$ cat src/hw/rtl/segment_result_cache_lru_macros.svh
// Assertion macros for the segment result cache.
// Included by files that carry concurrent checks; needs no other file.
`ifndef SEGMENT_RESULT_CACHE_LRU_MACROS_SVH
`define SEGMENT_RESULT_CACHE_LRU_MACROS_SVH
`ifndef SYNTH
`define SRC_ASSERT_IMP(lbl, ck, rs, a, c) \
  lbl: assert property (@(posedge ck) disable iff (rs) (a) |-> (c)) \
    else $error("assertion failed");
`define SRC_ASSERT_NXT(lbl, ck, rs, a, c) \
  lbl: assert property (@(posedge ck) disable iff (rs) (a) |=> (c)) \
    else $error("assertion failed");
`else
`define SRC_ASSERT_IMP(lbl, ck, rs, a, c)
`define SRC_ASSERT_NXT(lbl, ck, rs, a, c)
`endif
`endif

$ cat src/hw/rtl/src_ram.sv
// Generic simple dual-port RAM, one write and one registered read port.
// No dependencies.
module src_ram #(
  parameter int WIDTH = 8,
  parameter int DEPTH = 16
) (
  input  logic                     clk,
  input  logic                     we,
  input  logic [$clog2(DEPTH)-1:0] waddr,
  input  logic [WIDTH-1:0]         wdata,
  input  logic [$clog2(DEPTH)-1:0] raddr,
  output logic [WIDTH-1:0]         rdata
);
  logic [WIDTH-1:0] mem [DEPTH];

  always_ff @(posedge clk) begin
    if (we) begin
      mem[waddr] <= wdata;
    end
    rdata <= mem[raddr];
  end
endmodule

$ cat config.mk
export PLATFORM = sky130hd
export DESIGN_NAME = src_ram
export DESIGN_NICKNAME = d
export VERILOG_FILES = /design/src/hw/rtl/segment_result_cache_lru_macros.svh /design/src/hw/rtl/src_ram.sv
export SDC_FILE = /design/constraint.sdc
export NUM_CORES = 1
export LEC_CHECK = 0
export BUFFER_PORTS_ARGS = -buffer_cell sky130_fd_sc_hd__buf_2
export CAP_MARGIN = 20
export CORE_UTILIZATION = 55
export CTS_BUF_LIST = sky130_fd_sc_hd__clkbuf_4
export DETAILED_ROUTE_END_ITERATION = 10
export PLACE_DENSITY = 0.79
export SLEW_MARGIN = 40
export SYNTH_ARGS = -nofsm -noshare
export SYNTH_HDL_FRONTEND = slang
export SYNTH_SLANG_ARGS = --single-unit
$ cat constraint.sdc
create_clock -name clk -period 2 [get_ports clk]
set_input_delay 0.1 -clock clk [delete_from_list [all_inputs] [get_ports clk]]
set_output_delay 0.1 -clock clk [all_outputs]
set_load 0.03 [all_outputs]
Word level (Yosys, flattened, before mapping)
Memory sizes are Yosys's and may differ from the RTL's. A register that Yosys moved wholly into a read port is not among the register bits.
Cells that the tools add are included.
{"block": "word_totals", "register_bits": 0, "latchBits": 0, "mem_bits_rw": 128, "mem_bits_ro": 0, "input_bits": 18, "output_inout_bits": 8, "word_cells": 3, "n_memories": 1}
{"block": "classes", "n_addsub": 0, "n_mul": 0, "div_mod_pow": 0, "n_lt_le_gt_ge": 0, "n_eq_ne": 0, "shifts": 0, "n_mux": 2, "n_bitwise": 0, "n_reduce_logical": 0}
{"name": "mem", "words": 16, "word_bits": 8, "rd": 1, "rd_ports_with_merged_regs": 1, "wr": 1, "line_no": "src_ram.sv:14", "text": "logic [WIDTH-1:0] mem [DEPTH];"}
{"cell": "$mux W1", "n": 2}

Depth between registers and ports, before layout
{"block": "depth", "word_depth": 2, "ltp_mapped": 5, "depth_no_buf": 3}

Worst setup path after synthesis
OpenSTA, ideal clock, no wires.
{"block": "synth_path", "kind": "input-to-reg", "startpoint": "in waddr[2]", "endpoint": "mem mem[0][0] (enable)", "setup_ns": 0.383, "arrival_time_ns": 1.210, "required_ns": 1.617, "setup_slack_ns": 0.407, "path_stages": 2, "path_buffers": 0, "cell_sequence": "or3b_2 > nor3_1"}
{"item": "from (decl)", "line_no": "src_ram.sv:9", "text": "input logic [$clog2(DEPTH)-1:0] waddr,"}
{"item": "to (decl)", "line_no": "src_ram.sv:14"}
Straight into the memory's write port.

==> flow_summary.ini <==
[timing]
clock-skew-final_ns = 0.01601
drv_slew = 0
finalCritPeriodShare_pct = 68.82
tns_ns = 0
finalSetupViolCount = 0
worstMarginPinSlew_ns = 0.7474
finalHoldViolations = 0
fmax_mhz = 726.5
rsz0062_at_grt = false
period_needed_ns = 1.376
relSlewSlack_pct = 50.07

[synthesis]
synth_edf_count = 128
synth_top_flop_cell = edfxtp_1
async_reset_ff_share_pct = 0
ys_top_cells_by_count = edfxtp_1, mux4_2, a22oi_1
yosys_warnings = 0
synthesis.area_sq_um = 5147
seq_area_frac_synth_pct = 77.78
syn_nets = 247
yosysMostFrequentCell = edfxtp_1
avgSynthCellArea_sq_um = 22.48
synth.distinct_cells = 19
synth_seq_cells = 136
synth_top_area_share_pct = 74.67
synth_area_leaders = edfxtp_1, mux4_2, mux4_1
synth_area_leader_cell = edfxtp_1
synthCells = 229

[layout]
seq_area_sq_um = 4004
area_growth_pct = 14.07
nFillCells = 573
post_route_cells_drive_above_1_share_pct = 31.02
antenna_cells = 0
multi_input_area_sq_um = 1057
fin_nets = 308
utilization_pct = 66.04

[cts]
h-tree-depth = 4
path_clk_slew_ns = 0.12
clockBufferDepth = 2
cts_buffers = 17
cts_tree = yes
clk_latency_ns = 0.50
clock-sinks = 136
cts.root.buffer_cell = clkbuf_4

[global_routing]
antenna_found_initial = 0
grt_start_max_net_pins = 33
grt_first_pass_wirelength_um = 14270
grt-ovfl-total = 0
grt_pass1_vias = 2602
grt_util_all_layers_pct = 21.18

[detailed_routing]
first_pass_iters = 4
wl_per_cell_um = 22.47
routed_via_density = 6.041
drt_iter0_drc = 234
drc = 0
via_count = 2483
ant_nets = 0
drt-total-wl_um = 9236

[power_and_ir_drop]
p_comb_share_pct = 6.3
p_seq_share_pct = 59.6
irDropWorstVdd_uv = 364.0
internal_power_w = 0.004226
p_leak_nw = 1.995
p_sw_share_pct = 21.24
power_density_nw_per_um2 = 913.8
clkPwrFrac_pct = 34.1
p_sw_w = 0.001140

[floorplan]
core_sq_um = 8891
dieArea_sq_um = 9750
fp.dieW_um = 98.74
row_count = 34
ios = 26
die_y_um = 98.74
start_util_pct = 57.89

[outcome]
status = finished clean

[placement]
gp_congestion = 0.7497
io_buffers = 25
hpwl_um = 6010

[critical_path]
reg2reg_slack_ns = 0.62
reg2reg_depth = 3
r2r_end = rdata[3]
crit_path_end = rdata[3]
startpoint = mem[5][3]
crit_path_end_kind = register
cp.arrival_ns = 1.78
timing.rr.start = mem[5][3]
critPathMaxFanout = 1
cp.required_ns = 2.40
path_class = reg2reg
cp-start-kind = register

[run]
drv_cap = 0

[worst_hold_path]
hold_class = in2reg
==> what timing repair did <==
action,in CTS,in global routing
hold endpoints to repair,128,0
buffers inserted,0,0
hold buffers,8,0
endpoints found under the setup margin,0,0
gates resized for setup,0,0
==> flip-flops by register name, summed over array words and instances, names as in the netlist <==
register  cells
mem         128
rdata         8
==> power groups by stage <==
stage	sequential (W)	clock (W)	combinational, W
2_1_floorplan	0.00330	0	0.000162
3_3_place_gp	0.00326	0	0.000316
3_5_place_dp	0.00326	0	0.000328
4_1_cts	0.00320	0.00188	0.000341
5_1_grt	0.00320	0.00198	0.000365
6_report	0.00320	0.00183	0.000339
==> kinds of logic (layout without fill, tap and decap cells) <==
group | count (synthesis) | count (layout) | synth area share [%]
and+or+nand+nor | 35 | 35 | 3.184
buffers and inverters | 10 | 84 | 1.677
DFF | 136 | 136 | 77.78
AOI/OAI and AO/OA | 16 | 16 | 2.334
muxes | 32 | 32 | 15.02
==> worst min-delay path by stage <==
stage | start | to | slack, ns | cells past startpoint
finish | waddr[0] | mem[4][2] | 0.15 | 3
global route | waddr[1] | mem[4][2] | 0.11 | 3
CTS | waddr[0] | mem[4][2] | 0.09 | 3
detailed placement | wdata[3] | mem[3][3] | 0.50 | 1
global placement | wdata[3] | mem[0][3] | 0.48 | 1
floorplan | wdata[0] | mem[0][0] | 0.20 | 0
==> area by class of cell <==
| class | instances | area share (%) |
|---|---|---|
| Tap cell | 108 | 2.301 |
| Sequential cell | 136 | 68.19 |
| Multi-Input combinational cell | 83 | 18.01 |
| Timing Repair Buffer | 52 | 6.350 |
| Clock inverter | 12 | 2.600 |
| Clock buffer | 20 | 2.557 |
==> critical path: stages (launching register included) <==
cell      delay, ns
edfxtp_1       0.39
mux4_1         0.55
a22oi_1        0.24
nand2_1        0.09
==> cell usage in the layout, fill, tap and decap left out, drive strengths merged <==
cell type / netlist / layout
clkbuf: 0 / 20
clkinv: 0 / 5
dfxtp: 8 / 8
or3b: 1 / 1
nor3: 4 / 4
and2: 1 / 1
nand2b: 2 / 2
inv: 0 / 1
and2b: 1 / 1
bufinv: 0 / 3
nor2b: 1 / 1
edfxtp: 128 / 128
mux4: 32 / 32
buf: 7 / 44
nand2: 9 / 9
dlygate4sd3: 0 / 8
nor2: 13 / 13
nand3b: 2 / 2
a22oi: 16 / 16
clkinvlp: 0 / 3
nand3: 1 / 1
==> layer usage <==
| metal | vias up | global-route usage [%] | wire [um] |
|---|---|---|---|
| met1 | 1265 | 28.23 | 3786 |
| met3 | 14 | 5.887 | 602 |
| met4 | 0 | 9.185 | 156 |
| met5 | - | 0 | 0 |
| met2 | 101 | 33.30 | 4690 |
| li1 | 1103 | - | - |
==> through the flow <==
stage / std cells / hold WS (ns) / setup slack [ns] / area [sq um] / total power (W)
after CTS: 411 / 0.08926 / 0.6168 / 5872 / 0.005418
final: 411 / 0.1480 / 0.6236 / 5872 / 0.005366
after global routing: 411 / 0.1051 / 0.5492 / 5872 / 0.005552
after global placement: 371 / 0.4792 / 0.4499 / 5489 / 0.003577
after detailed placement: 371 / 0.4981 / 0.4294 / 5489 / 0.003593
after floorplan: 229 / 0.1989 / 0.4071 / 5147 / 0.003459
Note: power is estimated with default switching activity, not from simulation.
