===== config.mk =====
export PLATFORM = sky130hd
export DESIGN_NAME = src_key
export DESIGN_NICKNAME = d
export VERILOG_FILES = /design/src/hw/rtl/segment_result_cache_lru_macros.svh /design/src/hw/rtl/src_pkg.sv /design/src/hw/rtl/src_key.sv
export SDC_FILE = /design/constraint.sdc
export NUM_CORES = 1
export LEC_CHECK = 0
export ABC_AREA = 0
export BUFFER_PORTS_ARGS = -buffer_cell sky130_fd_sc_hd__buf_4
export CORE_MARGIN = 2
export CORE_UTILIZATION = 48
export DETAILED_ROUTE_END_ITERATION = 8
export GPL_ROUTABILITY_DRIVEN = 0
export GPL_TIMING_DRIVEN = 0
export PLACE_DENSITY = 0.9
export SETUP_SLACK_MARGIN = 0.05
export SYNTH_ARGS = -nofsm -noshare
export SYNTH_HDL_FRONTEND = slang
export SYNTH_SLANG_ARGS = --single-unit

===== constraint.sdc =====
create_clock -name vclk -period 6.3
set_input_delay 0.315 -clock vclk [all_inputs]
set_output_delay 0.315 -clock vclk [all_outputs]
set_load 0.02 [all_outputs]

===== src/hw/rtl/segment_result_cache_lru_macros.svh =====
// Assertion macros for the segment result cache.
// Included by files that carry concurrent checks; needs no other file.
`ifndef SEGMENT_RESULT_CACHE_LRU_MACROS_SVH
`define SEGMENT_RESULT_CACHE_LRU_MACROS_SVH
`ifndef SYNTH
`define SRC_ASSERT_IMP(lbl, ck, rs, a, c) \
  lbl: assert property (@(posedge ck) disable iff (rs) (a) |-> (c)) \
    else $error("assertion failed");
`define SRC_ASSERT_NXT(lbl, ck, rs, a, c) \
  lbl: assert property (@(posedge ck) disable iff (rs) (a) |=> (c)) \
    else $error("assertion failed");
`else
`define SRC_ASSERT_IMP(lbl, ck, rs, a, c)
`define SRC_ASSERT_NXT(lbl, ck, rs, a, c)
`endif
`endif


===== src/hw/rtl/src_pkg.sv =====
// Shared constants and types for the segment result cache.
// No dependencies.
package src_pkg;
  localparam int ENTRIES_DEF    = 1024;
  localparam int STAMP_BITS_DEF = 32;
  localparam int KEY_W          = 64;
  localparam int FUNC_W         = 2;
  localparam int LAT_W          = 25;
  localparam int LON_W          = 27;
  localparam int OCC_W          = 11;
  localparam logic [OCC_W-1:0] RETAIN_RESET = 11'd820;

  typedef enum logic [FUNC_W-1:0] {
    FUNC_LOOKUP = 2'd0,
    FUNC_FILL   = 2'd1,
    FUNC_CLEAR  = 2'd2,
    FUNC_NONE   = 2'd3
  } func_t;
endpackage


===== src/hw/rtl/src_key.sv =====
// Endpoint ordering and key packing for one segment.
// Depends on src_pkg.
module src_key import src_pkg::*; (
  input  logic signed [LAT_W-1:0] first_lat,
  input  logic signed [LON_W-1:0] first_lon,
  input  logic signed [LAT_W-1:0] second_lat,
  input  logic signed [LON_W-1:0] second_lon,
  output logic [KEY_W-1:0]        key
);
  logic swap;

  always_comb begin
    swap = (first_lat > second_lat) ||
           ((first_lat == second_lat) && (first_lon > second_lon));
    if (swap) begin
      key = {second_lat[15:0], second_lon[15:0], first_lat[15:0], first_lon[15:0]};
    end else begin
      key = {first_lat[15:0], first_lon[15:0], second_lat[15:0], second_lon[15:0]};
    end
  end
endmodule


### Yosys cells after proc, flatten, opt, wreduce, memory -nomap -nowiden

Index checks and enable logic that the tools add are counted.

| word-level totals | value |
|---|---|
| output and inout port bits | 64 |
| memories kept | 0 |
| word-level logic and storage cells | 6 |
| latch bits | 0 |
| memory bits (read-only) | 0 |
| bits of input ports | 104 |
| RAM bits | 0 |
| register bits after elaboration | 0 |

| operators by class | value |
|---|---|
| equality and inequality tests | 1 |
| multipliers | 0 |
| add/subtract/negate cells | 0 |
| shift-type cells | 0 |
| reductions and logical operators | 2 |
| magnitude comparators | 2 |
| muxes and demuxes | 1 |
| divide/modulo/power cells | 0 |
| bitwise logic cells | 0 |

Operator list:

| kind | number |
|---|---|
| $mux 64 | 1 |
| $gt 27x27->1 | 1 |
| $eq 25x25->1 | 1 |
| $gt 25x25->1 | 1 |
| $logic_and 1x1->1 | 1 |
| $logic_or 1x1->1 | 1 |

### Depth between registers and ports, before layout

| depth | value |
|---|---|
| depth in word-level cells | 4 |
| mapped depth | 10 |
| depth with buffers taken out | 9 |

### Worst setup path after synthesis

Ideal clock, no wire load.

| timing path | value |
|---|---|
| path type | input -> output |
| from | in second_lon[25] |
| to | out key[10] |
| data required time | 5.985 ns |
| slack | 3.463 ns |
| arrival time | 2.522 ns |
| cell stages on the path | 10 |
| buffers on the path | 1 |
| cell sequence | inv_1 -> ha_1 -> nand4_1 -> nor4_2 -> nand3_1 -> o2111ai_2 -> mux2_4 -> o21ai_4 -> buf_12 -> mux2_4 |

| on the way | value |
|---|---|
| word-level cells in the longest chain between the ends | 4 |

Ends and longest elaborated chain:

| item | line | text |
|---|---|---|
| from (decl) | src_key.sv:7 | `input logic signed [LON_W-1:0] second_lon,` |
| $gt 27x27->1 | src_key.sv:14 | `((first_lat == second_lat) && (first_lon > second_lon));` |
| $logic_and 1x1->1 | src_key.sv:14 |  |
| $logic_or 1x1->1 | src_key.sv:13 | `swap = (first_lat > second_lat) \|\|` |
| $mux 64 | src_key.sv:15 | `if (swap) begin` |
| to (decl) | src_key.sv:8 | `output logic [KEY_W-1:0] key` |

No other way between the ends.

### Final worst setup path

| timing path | value |
|---|---|
| from | in first_lon[6] |
| to | out key[42] |

| on the way | value |
|---|---|
| word-level cells in the longest chain between the ends | 4 |

Ends and longest elaborated chain:

| item | line | text |
|---|---|---|
| from (decl) | src_key.sv:5 | `input logic signed [LON_W-1:0] first_lon,` |
| $gt 27x27->1 | src_key.sv:14 |  |
| $logic_and 1x1->1 | src_key.sv:14 |  |
| $logic_or 1x1->1 | src_key.sv:13 |  |
| $mux 64 | src_key.sv:15 |  |

No other way between the ends.

==> impl_metrics.py <==
metrics = {
    "finish": {
        "nets": 591,
        "nFlopsAndLatches": 0,
        "drive_gt1_frac": 0.5635,
        "register_area_um2": 0,
        "nClkBuffers": 0,
        "n_antenna_cell": 0,
        "area_growth_pct": 54.39,
        "postLayoutCoreUtil": 0.7593,
    },
    "die": {
        "die_y_um": 75.88,
        "die_w_um": 75.88,
        "rows": 26,
        "dieArea_mm2": 0.005757,
        "start_util": 0.4918,
        "num_io_pins": 168,
        "coreArea_mm2": 0.005042,
    },
    "sta": {
        "fmax_mhz": 300.2,
        "tightest_slew_ps": 598.3,
        "min_period_over_period": 0.5288,
        "slew_viol_final": 0,
        "fin_setup_tns_ps": 0,
        "hold_viol_final": 0,
        "rsz0062_at_grt": "false",
        "setup_viol": 0,
        "period_needed_ps": 3331,
        "maxSlewHeadroom": 0.5996,
    },
    "worst_setup_path": {
        "crit_path_start_kind": "input port",
        "crit_path_end_kind": "output port",
        "critical_path_class": "in2out",
        "crit_arrival_ps": 3020,
        "worstPathMaxFanout": 10,
        "cp.required_ps": 5980,
    },
    "yosys": {
        "netlist_area_mm2": 0.002480,
        "postSynthAreaPerCell_um2": 9.358,
        "ys_seq_area_frac": 0,
        "ys_warn_count": 0,
        "ys_types": 34,
        "syn_inst": 265,
        "synth_nets": 421,
    },
    "status": {
        "outcome": "completed",
    },
    "global_route": {
        "antenna_found_initial": 0,
        "grt_max_degree": 11,
        "gr-total-overflow": 0,
        "grt.total_usage": 0.2325,
        "grt_pass1_vias": 2494,
        "grt_first_pass_wirelength_um": 10700,
    },
    "cts": {
        "cts-resized-gates": 0,
        "postCtsSetupRepairBufs": 0,
        "cts_hold_buf": 0,
    },
    "worst_hold_path": {
        "min-delay-start": "second_lon[3]",
        "holdCritPathClass": "in2out",
        "hold_end": "key[35]",
        "whs_path_depth": 3,
    },
    "drt": {
        "vias_per_cell": 5.147,
        "routed_wl_um": 7283,
        "drc": 0,
        "drt_iter0_markers": 58,
        "postRouteAntennaNets": 0,
        "routedWlPerCell_um": 14.48,
        "vias": 2589,
        "firstDrtPassIters": 4,
    },
    "place": {
        "io_buffers": 168,
        "dpl.hpwl_um": 6583,
    },
    "power": {
        "irDropWorstVdd_v": 0.00007112,
        "leakage_uw": 0.002274,
        "power.density_mw_per_mm2": 121.0,
    },
    "run": {
        "cap_violations": 0,
    },
}
==> worst max-delay path by stage <==
stage | start | to | slack (ps)
final | first_lon[6] | key[42] | 2970
after global routing | second_lon[8] | key[42] | 2800
after CTS | first_lon[8] | key[42] | 2900
after detailed placement | first_lon[8] | key[42] | 2910
after global placement | first_lon[6] | key[42] | 2940
after floorplan | second_lon[25] | key[10] | 3460
==> per-layer routing <==
layer / wire length (um) / vias up / global-route usage / part of all wire
met4: 62 / 0 / 0.02534 / 0.0085
met5: 0 / - / 0 / 0
li1: - / 1295 / - / -
met2: 4047 / 111 / 0.5010 / 0.56
met1: 2702 / 1177 / 0.2473 / 0.37
met3: 470 / 6 / 0.01058 / 0.065
==> cell usage after synthesis, drive strengths merged (2+ instances only) <==
| cell | number | area (um2) |
|---|---|---|
| nand4 | 10 | 68.81 |
| nor2 | 4 | 15.01 |
| nor4 | 2 | 33.78 |
| nand3 | 5 | 25.02 |
| and4 | 3 | 26.28 |
| inv | 55 | 206.5 |
| nand2 | 11 | 41.29 |
| o21ai | 11 | 66.32 |
| nor3 | 2 | 10.01 |
| and2 | 3 | 18.77 |
| mux2 | 65 | 960.9 |
| ha | 52 | 650.6 |
| a21o | 3 | 22.52 |
| buf | 6 | 120.1 |
| nand3b | 2 | 15.01 |
| a21oi | 17 | 85.08 |
| a211oi | 2 | 15.01 |
==> layout by cell type, fill, tap and decap left out, types with 2 or more instances in the layout <==
master / count
buf_4: 168
mux2_4: 61
inv_1: 55
ha_1: 52
a21oi_1: 17
nand2_1: 11
o21ai_0: 10
nand4_1: 9
buf_12: 6
nand3_1: 5
nor2_1: 4
mux2_2: 4
and4_1: 3
a21o_1: 3
nor3_1: 2
and2_1: 2
nand3b_1: 2
a211oi_1: 2
==> worst max-delay path: stages <==
cell       delay, ps
buf_4            120
ha_1             320
a21oi_1          150
o21ai_0          100
a2111oi_1        550
o2111ai_2        160
mux2_4           340
o21ai_4          230
buf_12           230
mux2_4           320
buf_4            160
==> kinds of logic (layout without fill, tap and decap cells) <==
kind of cell	after synthesis	after routing	share of synthesized area
AO/OA/AOI/OAI	41	41	0.1060
adder cells (fa/ha/maj)	52	52	0.2624
multiplexers	65	65	0.3875
buffers and inverters	61	229	0.1317
AND/OR/NAND/NOR	46	46	0.1125
==> power by group <==
group          leakage (uW)  total (uW)  internal, uW  switching, uW
logic               0.00227         463           252            211
clock network             0           0             0              0
registers                 0           0             0              0
==> final cells by class <==
| class | count | area [um2] |
|---|---|---|
| timing repair buffer | 168 | 1261 |
| multi-input combinational | 204 | 2153 |
| fill | 370 | 1214 |
| tap | 70 | 87.58 |
| inverter | 55 | 206.4 |
| buffer | 6 | 120.1 |
==> stage by stage <==
step | worst slack [ps] | hold WS, ps | area [um2] | cells | power (uW)
after global routing | 2800 | 978.6 | 3829 | 503 | 497.2
after CTS | 2904 | 971.5 | 3829 | 503 | 466.4
after global placement | 2935 | 970.6 | 3829 | 503 | 453.3
after detailed placement | 2911 | 971.3 | 3829 | 503 | 464.8
after floorplan | 3463 | 789.4 | 2480 | 265 | 291.1
final | 2969 | 970.1 | 3829 | 503 | 463.1
(Power assumes the default switching activity.)
